File: src/rtl/core/cra_pkg.sv
`default_nettype none

package cra_pkg;

   localparam int unsigned DATA_W = 16;

   typedef enum logic [1:0] {
      OP_ALLOC   = 2'd0,
      OP_FREE    = 2'd1,
      OP_COMPACT = 2'd2,
      OP_NONE    = 2'd3
   } op_type;

   typedef enum logic [2:0] {
      STS_OK        = 3'd0,
      STS_NO_SPACE  = 3'd1,
      STS_DUP       = 3'd2,
      STS_NO_HOLE   = 3'd3,
      STS_NOT_FOUND = 3'd4,
      STS_FULL      = 3'd5
   } status_type;

   typedef enum logic [0:0] {
      CSR_MEMORY_SIZE = 1'd0,
      CSR_FIT_MODE    = 1'd1
   } csr_index_type;

   typedef enum logic [2:0] {
      S_IDLE,
      S_ALLOC_SCAN,
      S_FREE_SCAN,
      S_SHIFT_UP,
      S_SHIFT_DOWN,
      S_COMPACT,
      S_INSERT,
      S_RESP
   } state_type;

   typedef struct packed {
      op_type              op;
      logic [DATA_W-1:0]   region_id;
      logic [DATA_W-1:0]   region_size;
   } req_type;

   typedef struct packed {
      status_type          status;
      logic [DATA_W-1:0]   block_start;
      logic [DATA_W-1:0]   block_end;
      logic [DATA_W-1:0]   free_total;
   } rsp_type;

   typedef struct packed {
      logic [DATA_W-1:0]   id;
      logic [DATA_W-1:0]   start;
      logic [DATA_W-1:0]   stop;
   } entry_type;

endpackage

`default_nettype wire

File: src/rtl/core/contiguous_region_allocator_core.sv
// Channel | Direction | Handshake              | Payload
// req     | in        | req_valid / req_ready  | cra_pkg::req_type
// rsp     | out       | rsp_valid / rsp_ready  | cra_pkg::rsp_type
// csr     | in        | csr_we                 | csr_index, csr_wdata
//
// One transaction at a time; req_ready is high only while idle.
// The sequencer walks the entry table (one read, one write a cycle) one entry
// per cycle for allocate, free and compact.
// Reset empties the table and zeroes memory_size; a memory_size write also empties the table.
// The response register holds until rsp_ready; no new request is taken meanwhile.
`default_nettype none

module contiguous_region_allocator_core #(
   parameter int unsigned MAX_BLOCKS = 32
) (
   input  wire logic              clock,
   input  wire logic              reset,
   input  wire logic              req_valid,
   output logic                   req_ready,
   input  wire cra_pkg::req_type  req_data,
   output logic                   rsp_valid,
   input  wire logic              rsp_ready,
   output cra_pkg::rsp_type       rsp_data,
   input  wire logic              csr_we,
   input  wire logic [0:0]        csr_index,
   input  wire logic [15:0]       csr_wdata
);

   localparam int unsigned IW = $clog2(MAX_BLOCKS);
   localparam int unsigned CW = $clog2(MAX_BLOCKS + 1);
   localparam int unsigned DW = cra_pkg::DATA_W;

   cra_pkg::entry_type mem [MAX_BLOCKS];
   cra_pkg::entry_type rd_data_ff;

   cra_pkg::state_type state_ff, state_in;
   cra_pkg::req_type   cur_ff, cur_in;
   cra_pkg::rsp_type   rsp_ff, rsp_in;
   logic [IW-1:0] iss_ptr_ff, iss_ptr_in;
   logic          iss_act_ff, iss_act_in;
   logic          ev_vld_ff, ev_vld_in;
   logic [IW-1:0] ev_idx_ff, ev_idx_in;
   logic [DW-1:0] prev_ff, prev_in;
   logic          found_ff, found_in;
   logic          dup_ff, dup_in;
   logic [IW-1:0] tgt_ff, tgt_in;
   logic [DW-1:0] best_size_ff, best_size_in;
   logic [DW-1:0] best_lo_ff, best_lo_in;
   logic [DW-1:0] fs_ff, fs_in;
   logic [DW-1:0] fe_ff, fe_in;
   logic [CW-1:0] cnt_ff, cnt_in;
   logic [DW-1:0] free_ff, free_in;
   logic [DW-1:0] msize_ff;
   logic          fit_ff;

   logic               wr_en;
   logic [IW-1:0]      wr_addr;
   cra_pkg::entry_type wr_data;

   logic [IW-1:0] cnt_last;
   logic [IW-1:0] stop_idx;
   logic [DW-1:0] hsize, fin_size, len;
   logic          hole_fit, fin_fit;

   assign cnt_last  = IW'(cnt_ff - CW'(1));
   assign stop_idx  = (state_ff == cra_pkg::S_SHIFT_UP) ? tgt_ff : cnt_last;
   assign hsize     = rd_data_ff.start - prev_ff;
   assign hole_fit  = (rd_data_ff.start >= prev_ff) && (cur_ff.region_size <= hsize) &&
                      (!found_ff || (fit_ff && hsize < best_size_ff));
   assign fin_size  = msize_ff - prev_ff;
   assign fin_fit   = (msize_ff >= prev_ff) && (cur_ff.region_size <= fin_size) &&
                      (!found_ff || (fit_ff && fin_size < best_size_ff));
   assign len       = (rd_data_ff.stop >= rd_data_ff.start) ?
                      rd_data_ff.stop - rd_data_ff.start : '0;

   assign req_ready = (state_ff == cra_pkg::S_IDLE);
   assign rsp_valid = (state_ff == cra_pkg::S_RESP);
   assign rsp_data  = rsp_ff;

   always_comb begin
      logic loop_st;
      logic done;
      state_in     = state_ff;
      cur_in       = cur_ff;
      rsp_in       = rsp_ff;
      iss_ptr_in   = iss_ptr_ff;
      iss_act_in   = iss_act_ff;
      ev_vld_in    = 1'b0;
      ev_idx_in    = iss_ptr_ff;
      prev_in      = prev_ff;
      found_in     = found_ff;
      dup_in       = dup_ff;
      tgt_in       = tgt_ff;
      best_size_in = best_size_ff;
      best_lo_in   = best_lo_ff;
      fs_in        = fs_ff;
      fe_in        = fe_ff;
      cnt_in       = cnt_ff;
      free_in      = free_ff;
      wr_en        = 1'b0;
      wr_addr      = ev_idx_ff;
      wr_data      = rd_data_ff;

      loop_st = (state_ff == cra_pkg::S_ALLOC_SCAN) || (state_ff == cra_pkg::S_FREE_SCAN) ||
                (state_ff == cra_pkg::S_SHIFT_UP) || (state_ff == cra_pkg::S_SHIFT_DOWN) ||
                (state_ff == cra_pkg::S_COMPACT);
      done    = !iss_act_ff && !ev_vld_ff;

      // read issue stage: one table read per cycle
      if (loop_st && iss_act_ff) begin
         ev_vld_in  = 1'b1;
         iss_act_in = (iss_ptr_ff != stop_idx);
         iss_ptr_in = (state_ff == cra_pkg::S_SHIFT_UP) ? iss_ptr_ff - IW'(1)
                                                        : iss_ptr_ff + IW'(1);
      end

      case (state_ff)
         cra_pkg::S_IDLE: begin
            if (req_valid) begin
               cur_in     = req_data;
               iss_ptr_in = '0;
               iss_act_in = (cnt_ff != '0);
               prev_in    = '0;
               found_in   = 1'b0;
               dup_in     = 1'b0;
               rsp_in     = '{status: cra_pkg::STS_OK, block_start: '0, block_end: '0,
                              free_total: free_ff};
               case (req_data.op)
                  cra_pkg::OP_ALLOC: begin
                     if (req_data.region_size > free_ff) begin
                        rsp_in.status = cra_pkg::STS_NO_SPACE;
                        state_in      = cra_pkg::S_RESP;
                     end else begin
                        state_in = cra_pkg::S_ALLOC_SCAN;
                     end
                  end
                  cra_pkg::OP_FREE:    state_in = cra_pkg::S_FREE_SCAN;
                  cra_pkg::OP_COMPACT: state_in = cra_pkg::S_COMPACT;
                  default:             state_in = cra_pkg::S_RESP;
               endcase
            end
         end
         cra_pkg::S_ALLOC_SCAN: begin
            if (ev_vld_ff) begin
               if (rd_data_ff.id == cur_ff.region_id) dup_in = 1'b1;
               if (hole_fit) begin
                  found_in     = 1'b1;
                  tgt_in       = ev_idx_ff;
                  best_size_in = hsize;
                  best_lo_in   = prev_ff;
               end
               prev_in = rd_data_ff.stop;
            end else if (done) begin
               // last hole runs from the top block to memory_size
               if (fin_fit) begin
                  tgt_in     = cnt_last + IW'(1);
                  best_lo_in = prev_ff;
               end
               if (dup_ff) begin
                  rsp_in.status = cra_pkg::STS_DUP;
                  state_in      = cra_pkg::S_RESP;
               end else if (cnt_ff == CW'(MAX_BLOCKS)) begin
                  rsp_in.status = cra_pkg::STS_FULL;
                  state_in      = cra_pkg::S_RESP;
               end else if (!found_ff && !fin_fit) begin
                  rsp_in.status = cra_pkg::STS_NO_HOLE;
                  state_in      = cra_pkg::S_RESP;
               end else begin
                  iss_ptr_in = cnt_last;
                  iss_act_in = fin_fit ? 1'b0 : (CW'(tgt_ff) != cnt_ff);
                  state_in   = cra_pkg::S_SHIFT_UP;
               end
            end
         end
         cra_pkg::S_SHIFT_UP: begin
            if (ev_vld_ff) begin
               wr_en   = 1'b1;
               wr_addr = ev_idx_ff + IW'(1);
            end else if (done) begin
               state_in = cra_pkg::S_INSERT;
            end
         end
         cra_pkg::S_INSERT: begin
            wr_en    = 1'b1;
            wr_addr  = tgt_ff;
            wr_data  = '{id: cur_ff.region_id, start: best_lo_ff,
                         stop: best_lo_ff + cur_ff.region_size};
            cnt_in   = cnt_ff + CW'(1);
            free_in  = free_ff - cur_ff.region_size;
            rsp_in   = '{status: cra_pkg::STS_OK, block_start: best_lo_ff,
                         block_end: best_lo_ff + cur_ff.region_size,
                         free_total: free_ff - cur_ff.region_size};
            state_in = cra_pkg::S_RESP;
         end
         cra_pkg::S_FREE_SCAN: begin
            if (ev_vld_ff) begin
               if (!found_ff && rd_data_ff.id == cur_ff.region_id) begin
                  found_in = 1'b1;
                  tgt_in   = ev_idx_ff;
                  fs_in    = rd_data_ff.start;
                  fe_in    = rd_data_ff.stop;
               end
            end else if (done) begin
               if (!found_ff) begin
                  rsp_in.status = cra_pkg::STS_NOT_FOUND;
                  state_in      = cra_pkg::S_RESP;
               end else begin
                  if (fe_ff >= fs_ff) free_in = free_ff + (fe_ff - fs_ff);
                  iss_ptr_in = tgt_ff + IW'(1);
                  iss_act_in = (CW'(tgt_ff) + CW'(1) < cnt_ff);
                  state_in   = cra_pkg::S_SHIFT_DOWN;
               end
            end
         end
         cra_pkg::S_SHIFT_DOWN: begin
            if (ev_vld_ff) begin
               wr_en   = 1'b1;
               wr_addr = ev_idx_ff - IW'(1);
            end else if (done) begin
               cnt_in   = cnt_ff - CW'(1);
               rsp_in   = '{status: cra_pkg::STS_OK, block_start: fs_ff, block_end: fe_ff,
                            free_total: free_ff};
               state_in = cra_pkg::S_RESP;
            end
         end
         cra_pkg::S_COMPACT: begin
            if (ev_vld_ff) begin
               wr_en         = 1'b1;
               wr_data.start = prev_ff;
               wr_data.stop  = prev_ff + len;
               prev_in       = prev_ff + len;
            end else if (done) begin
               state_in = cra_pkg::S_RESP;
            end
         end
         cra_pkg::S_RESP: begin
            if (rsp_ready) state_in = cra_pkg::S_IDLE;
         end
         default: state_in = cra_pkg::S_IDLE;
      endcase

      // a memory_size write empties the table
      if (csr_we && (cra_pkg::csr_index_type'(csr_index) == cra_pkg::CSR_MEMORY_SIZE)) begin
         cnt_in  = '0;
         free_in = csr_wdata;
      end
   end

   always_ff @(posedge clock) begin
      rd_data_ff <= mem[iss_ptr_ff];
      if (wr_en) begin
         mem[wr_addr] <= wr_data;
      end
   end

   always_ff @(posedge clock) begin
      cur_ff       <= cur_in;
      rsp_ff       <= rsp_in;
      iss_ptr_ff   <= iss_ptr_in;
      ev_idx_ff    <= ev_idx_in;
      prev_ff      <= prev_in;
      found_ff     <= found_in;
      dup_ff       <= dup_in;
      tgt_ff       <= tgt_in;
      best_size_ff <= best_size_in;
      best_lo_ff   <= best_lo_in;
      fs_ff        <= fs_in;
      fe_ff        <= fe_in;
   end

   always_ff @(posedge clock) begin
      if (reset) begin
         state_ff   <= cra_pkg::S_IDLE;
         iss_act_ff <= 1'b0;
         ev_vld_ff  <= 1'b0;
         cnt_ff     <= '0;
         free_ff    <= '0;
         msize_ff   <= '0;
         fit_ff     <= 1'b0;
      end else begin
         state_ff   <= state_in;
         iss_act_ff <= iss_act_in;
         ev_vld_ff  <= ev_vld_in;
         cnt_ff     <= cnt_in;
         free_ff    <= free_in;
         if (csr_we) begin
            case (cra_pkg::csr_index_type'(csr_index))
               cra_pkg::CSR_MEMORY_SIZE: msize_ff <= csr_wdata;
               cra_pkg::CSR_FIT_MODE:    fit_ff   <= csr_wdata[0];
               default: ;
            endcase
         end
      end
   end

endmodule

`default_nettype wire

File: config.mk
export PLATFORM = sky130hd
export DESIGN_NAME = contiguous_region_allocator_core
export DESIGN_NICKNAME = d
export VERILOG_FILES = /design/src/rtl/core/cra_pkg.sv /design/src/rtl/core/contiguous_region_allocator_core.sv
export SDC_FILE = /design/constraint.sdc
export NUM_CORES = 2
export LEC_CHECK = 0
export BUFFER_PORTS_ARGS = -buffer_cell sky130_fd_sc_hd__buf_2
export CAP_MARGIN = 20
export CORE_ASPECT_RATIO = 1.2
export CORE_MARGIN = 2
export CORE_UTILIZATION = 40
export CTS_CLUSTER_SIZE = 28
export DETAILED_ROUTE_END_ITERATION = 16
export GPL_TIMING_DRIVEN = 0
export PLACE_DENSITY = 0.57
export SYNTH_ARGS = -nofsm -noshare
export SYNTH_HDL_FRONTEND = slang
export SYNTH_SLANG_ARGS = --single-unit
File: constraint.sdc
create_clock -name clock -period 9.1 [get_ports clock]
set_clock_uncertainty 0.1 [all_clocks]
set_input_delay 1.82 -clock clock [delete_from_list [all_inputs] [get_ports clock]]
set_output_delay 1.82 -clock clock [all_outputs]
set_load 0.01 [all_outputs]
# Yosys cells after proc, flatten, opt, wreduce, memory -nomap -nowiden
# Memory sizes are Yosys's and may differ from the RTL's. A register that Yosys moved wholly into a read port is not among the register bits.
# Index checks and enable logic that the tools add are counted.
dict set report word_totals {
  wordCells 247
  n_memories 1
  register_bits 224
  ram_bits 1536
  in_bits 56
  out_inout_bits 53
}
# name depth width read_ports rd_clocked_by_memory_dff wr line_no
set memory_table {}
lappend memory_table {mem 32 48 1 1 1 contiguous_region_allocator_core.sv:33} ;# cra_pkg::entry_type mem [MAX_BLOCKS];
dict set report classes {
  eq_ne 41
  n_bitwise 1
  magnitude_cmp 10
  n_mux 102
  n_addsub 17
  reduce_logical 52
}
# operator count
set op_table {}
lappend op_table {{$mux W16} 14}
lappend op_table {{$mux W51} 3}
lappend op_table {{$pmux W48 S3} 1}
lappend op_table {{$mux W5} 20}
lappend op_table {{$sub A16 B16 Y16} 5}
lappend op_table {{$mux W3} 22}
lappend op_table {{$ge A16 B16 Y1} 4}
lappend op_table {{$pmux W32 S2} 1}
lappend op_table {{$add A16 B16 Y16} 3}
lappend op_table {{$pmux W16 S3} 1}
lappend op_table {{$le A16 B16 Y1} 2}
lappend op_table {{$lt A16 B16 Y1} 2}
lappend op_table {{$mux W32} 1}
lappend op_table {{$pmux W16 S2} 1}
lappend op_table {{$ne A2 B2 Y1 const B} 15}
lappend op_table {{$pmux W5 S3} 2}
lappend op_table {{$mux W1} 24}
lappend op_table {{$pmux W3 S7} 1}
lappend op_table {{$add A5 B1 Y5 const B} 4}
lappend op_table {{$reduce_and A10 Y1} 2}
lappend op_table {{$eq A16 B16 Y1} 1}
lappend op_table {{$gt A16 B16 Y1} 1}
lappend op_table {{$reduce_and A4 Y1} 4}
lappend op_table {{$pmux W3 S5} 1}
lappend op_table {{other kinds (41)} 88}

# Logic depth before layout (Yosys ltp)
dict set report logic_depth {
  depth_word 13
  mapped_depth 24
  depth_no_buf 23
}

# Least setup slack after synthesis
# Ideal clock, no wire load.
dict set report synth_path {
  kind {reg2reg}
  from {register cur_ff[31] in the netlist's numbering}
  to {register tgt_ff[0], enable pin}
  arrival_time_ps 4964
  stages_incl_launch_ff 7
  n_path_buf 0
  path_slack_ps 3677
  required_time_ps 8640
  period_less_slack_ps 5423
  setup_ps 360
  path_cell_list {edfxtp_1 xor2_1 nor4_1 nand4_1 nor4_1 o22ai_1 a31oi_1}
}
dict set report synth_between {
  elab_chain_cells 4
}
# item line_no
set synth_lines {}
lappend synth_lines {{start, declared} contiguous_region_allocator_core.sv:37} ;# cra_pkg::req_type cur_ff, cur_in;
lappend synth_lines {{start signal, assigned} contiguous_region_allocator_core.sv:257} ;# cur_ff <= cur_in;
lappend synth_lines {{$eq A16 B16 Y1} contiguous_region_allocator_core.sv:197} ;# if (!found_ff && rd_data_ff.id == cur_ff.region_id) begin
lappend synth_lines {{$logic_and A1 B1 Y1} contiguous_region_allocator_core.sv:197}
lappend synth_lines {{$ne A2 B1 Y1 (no source line)} --}
lappend synth_lines {{$reduce_and A6 Y1 (no source line)} --}
lappend synth_lines {{end signal, assigned} contiguous_region_allocator_core.sv:264} ;# tgt_ff <= tgt_in;
lappend synth_lines {{end, declared} contiguous_region_allocator_core.sv:46} ;# logic [IW-1:0] tgt_ff, tgt_in;
# Every way passes these cells.
# A chain may end at the register's enable or synchronous reset.

==> metrics.cfg <==
[status]
outcome=finished clean

[yosys]
synth_edf_count=1706
synthesis.area_sq_um=76930
synth_flop_cell=edfxtp_1
async_flop_share_pct=0
ys_types=80
ys_ff_latch=1808
yosysSeqAreaShare_pct=69.25
synthCells=4258
ys_warn_count=0
synth_fp_nets=4554
syn_avg_cell_area_sq_um=18.07

[placed_design]
placed_cells=6970
port_buffers=108
place_area_sq_um=82890
place.gp.congestion=0.9308
hpwlAfterDp_um=162700

[floorplan]
rows=176
start_util_pct=40.20
die_width_um=404.3
die_y_um=484.4
die_area_sq_um=195900
ioPinCount=109
core-area_sq_um=191400

[clock_tree]
cts.repair.resized=0
clk_root_buffer_cell=clkbuf_16
worstSkewPairLatency_ps=830
ctsHoldBuffers=0
post-cts-setup-buffers=0
cts-buffers-inserted=180
htreeDepth=4
clock_sinks=1808
clockBufferDepth=3
cts_tree=built
path_clk_slew_ps=60

[global_routing]
grt_pass1_wl_um=324600
grt_pass1_vias=43424
grt_max_degree=33
antenna_found_initial=14
grt_util_all_layers_pct=23.65
grt_overflow=0

[route]
first_pass_iters=7
postRouteAntennaNets=0
num_vias=42510
drc=0
routedWlPerCell_um=31.65
vias_per_cell=5.796
totalWireLength_um=232100
drt_iter0_markers=4576

[worst_setup_path]
cpMostUsedCell=a21oi_1
cp_cell_sequence=ha_1, inv_1, fa_1, nand3_1, a21oi_1, o31a_1, o221ai_1, nand2b_1, a21oi_1, clkbuf_1, nor2_1, ha_1, fa_1, a21o_1, a21oi_1, nor2b_1, or4_1, nand4_1, and3b_1, xnor2_1, a222oi_1, inv_1
cp.buffers_inverters=3
cp-start-kind=flop
worstSetupPathType=flop to flop
rrSetupSlack_ps=1610
critPathSlowestCell=dfxtp_1
worst_setup_path_end_kind=flop
critPathArrivalTime_ps=7770
crit_path_max_fanout=32
worstPathRequired_ps=9380
slowest_delay_ps=770
r2r_end=mem[7][10]
crit_family=compound AO/OA/AOI/OAI gates
reg2reg_from=rd_data_ff[16]
reg2reg_depth=22

[sta]
rsz0062_at_grt=no
layout_min_cycle_time_ps=7488
hold_viol_final=0
slew_violations=0
worstMarginPinSlew_ps=1498
relSlewSlack_pct=0.1529
setup_viol=0
max_freq_ghz=0.1336
post-route-period-util_pct=82.28
hold_slack_ps=263.7

[min_path]
whs_endpoint=ev_idx_ff[4]
hp-class=flop to flop
min_from=ev_idx_in[4]
holdPathStages=0

[power_and_ir_drop]
swShare_pct=34.60
power_switching_w=0.01021
power.density_nw_per_um2=330.7
p_leak_nw=29.53
clkPwrFrac_pct=25.4
ir_drop_mv=0.1711
p_int_w=0.01929
p_seq_share_pct=39.9
p_comb_share_pct=34.6

[final_layout]
fin_area_sq_um=89210
drive_gt1_share_pct=23.03
area_growth_pct=15.97
finalNonFillerCells=7334
layout.nets=4980
num-fill-cells=16122

[flow_run]
maxCapViolCount=0

==> cell families after synthesis <==
family / synth area share, %
muxes: 14.92
DFF: 69.25
and+or+nand+nor: 3.416
AOI/OAI and AO/OA: 4.842
adders and majority gates: 4.118
xor gates and xnor gates: 1.501
buffers and inverters: 1.955
==> power groups by stage <==
stage                     logic, W  clock network, W  registers (W)
after floorplan            0.00637                 0         0.0116
after global placement     0.00954                 0         0.0120
after detailed placement    0.0100                 0         0.0120
after CTS                   0.0101           0.00762         0.0118
after global routing        0.0110           0.00793         0.0118
final                       0.0102           0.00750         0.0118
==> worst max path at each step <==
stage / start / endpoint / slack, ps / cells past startpoint
after CTS: rd_data_ff[16] / mem[2][14] / 1400 / 23
after detailed placement: rd_data_ff[17] / mem[6][14] / 1410 / 22
after floorplan: cur_ff[31] / tgt_ff[0] / 3680 / 6
final: rd_data_ff[16] / mem[7][10] / 1610 / 22
after global routing: rd_data_ff[16] / mem[15][10] / 1400 / 22
after global placement: state_ff[0] / mem[2][25] / -210 / 8
==> sequential cells by signal, indices dropped and copies added, names as in the netlist <==
register,flops
mem,1536
rsp_data,51
rd_data_ff,48
cur_ff,32
best_lo_ff,16
best_size_ff,16
fe_ff,16
free_ff,16
fs_ff,16
msize_ff,16
prev_ff,16
cnt_ff,6
ev_idx_ff,5
ev_idx_in,5
tgt_ff,5
state_ff,3
dup_ff,1
ev_vld_ff,1
fit_ff,1
found_ff,1
iss_act_ff,1
==> cells in the final DEF (no fill, tap or decap), drive strengths merged, types with 57 or more instances in the layout <==
| cell type | count |
|---|---|
| nor2 | 144 |
| dfxtp | 102 |
| xnor2 | 74 |
| ha | 218 |
| inv | 234 |
| a21oi | 159 |
| edfxtp | 1706 |
| clkinv | 73 |
| clkbuf | 343 |
| nand2 | 223 |
| buf | 301 |
| xor2 | 57 |
| mux4 | 480 |
| o21ai | 132 |
==> through the flow <==
stage	setup WS (ps)	power, W	util, %	setup TNS (ps)
finish	1612	0.02950	46.62	0
global placement	-214.1	0.02155	42.11	-23870
global route	1400	0.03078	46.62	0
detailed placement	1406	0.02198	43.31	0
floorplan	3677	0.01801	-	0
CTS	1401	0.02946	46.41	0
==> area by class of cell <==
type	instances	area (sq um)	area share, %
diodes	4	10.01	0.01122
plain buffers	172	660.6	0.7405
clock buffers	228	4798	5.379
clock inverters	108	1129	1.265
inverters	226	848.3	0.9509
multi-input cells	2052	22440	25.15
flip-flops and latches	1808	53270	59.71
well taps	2492	3118	3.495
repair buffers	244	2938	3.293
==> cell usage after synthesis, types with 26 or more instances <==
cell	number	area share [%]
mux2_2	53	0.78
xor2_1	57	0.65
o21a_1	27	0.26
nand2b_1	39	0.32
dfxtp_1	102	2.7
nor2b_1	26	0.21
inv_1	224	1.1
nand4_1	26	0.21
clkbuf_1	115	0.56
edfxtp_1	1706	67
nor2_1	144	0.70
o21ai_0	123	0.80
nand2_1	222	1.1
a21o_1	54	0.53
xnor2_1	73	0.83
buf_1	49	0.24
ha_1	218	3.5
mux4_2	480	14
nand3_1	36	0.23
a21oi_1	159	1.0
==> routing by layer <==
metal / track usage (%) / routed length, um
met5: 0 / 0
met4: 11.79 / 12680
met3: 3.469 / 14120
met2: 40.07 / 116200
met1: 29.62 / 89180
Note: power is estimated with default switching activity, not from simulation.
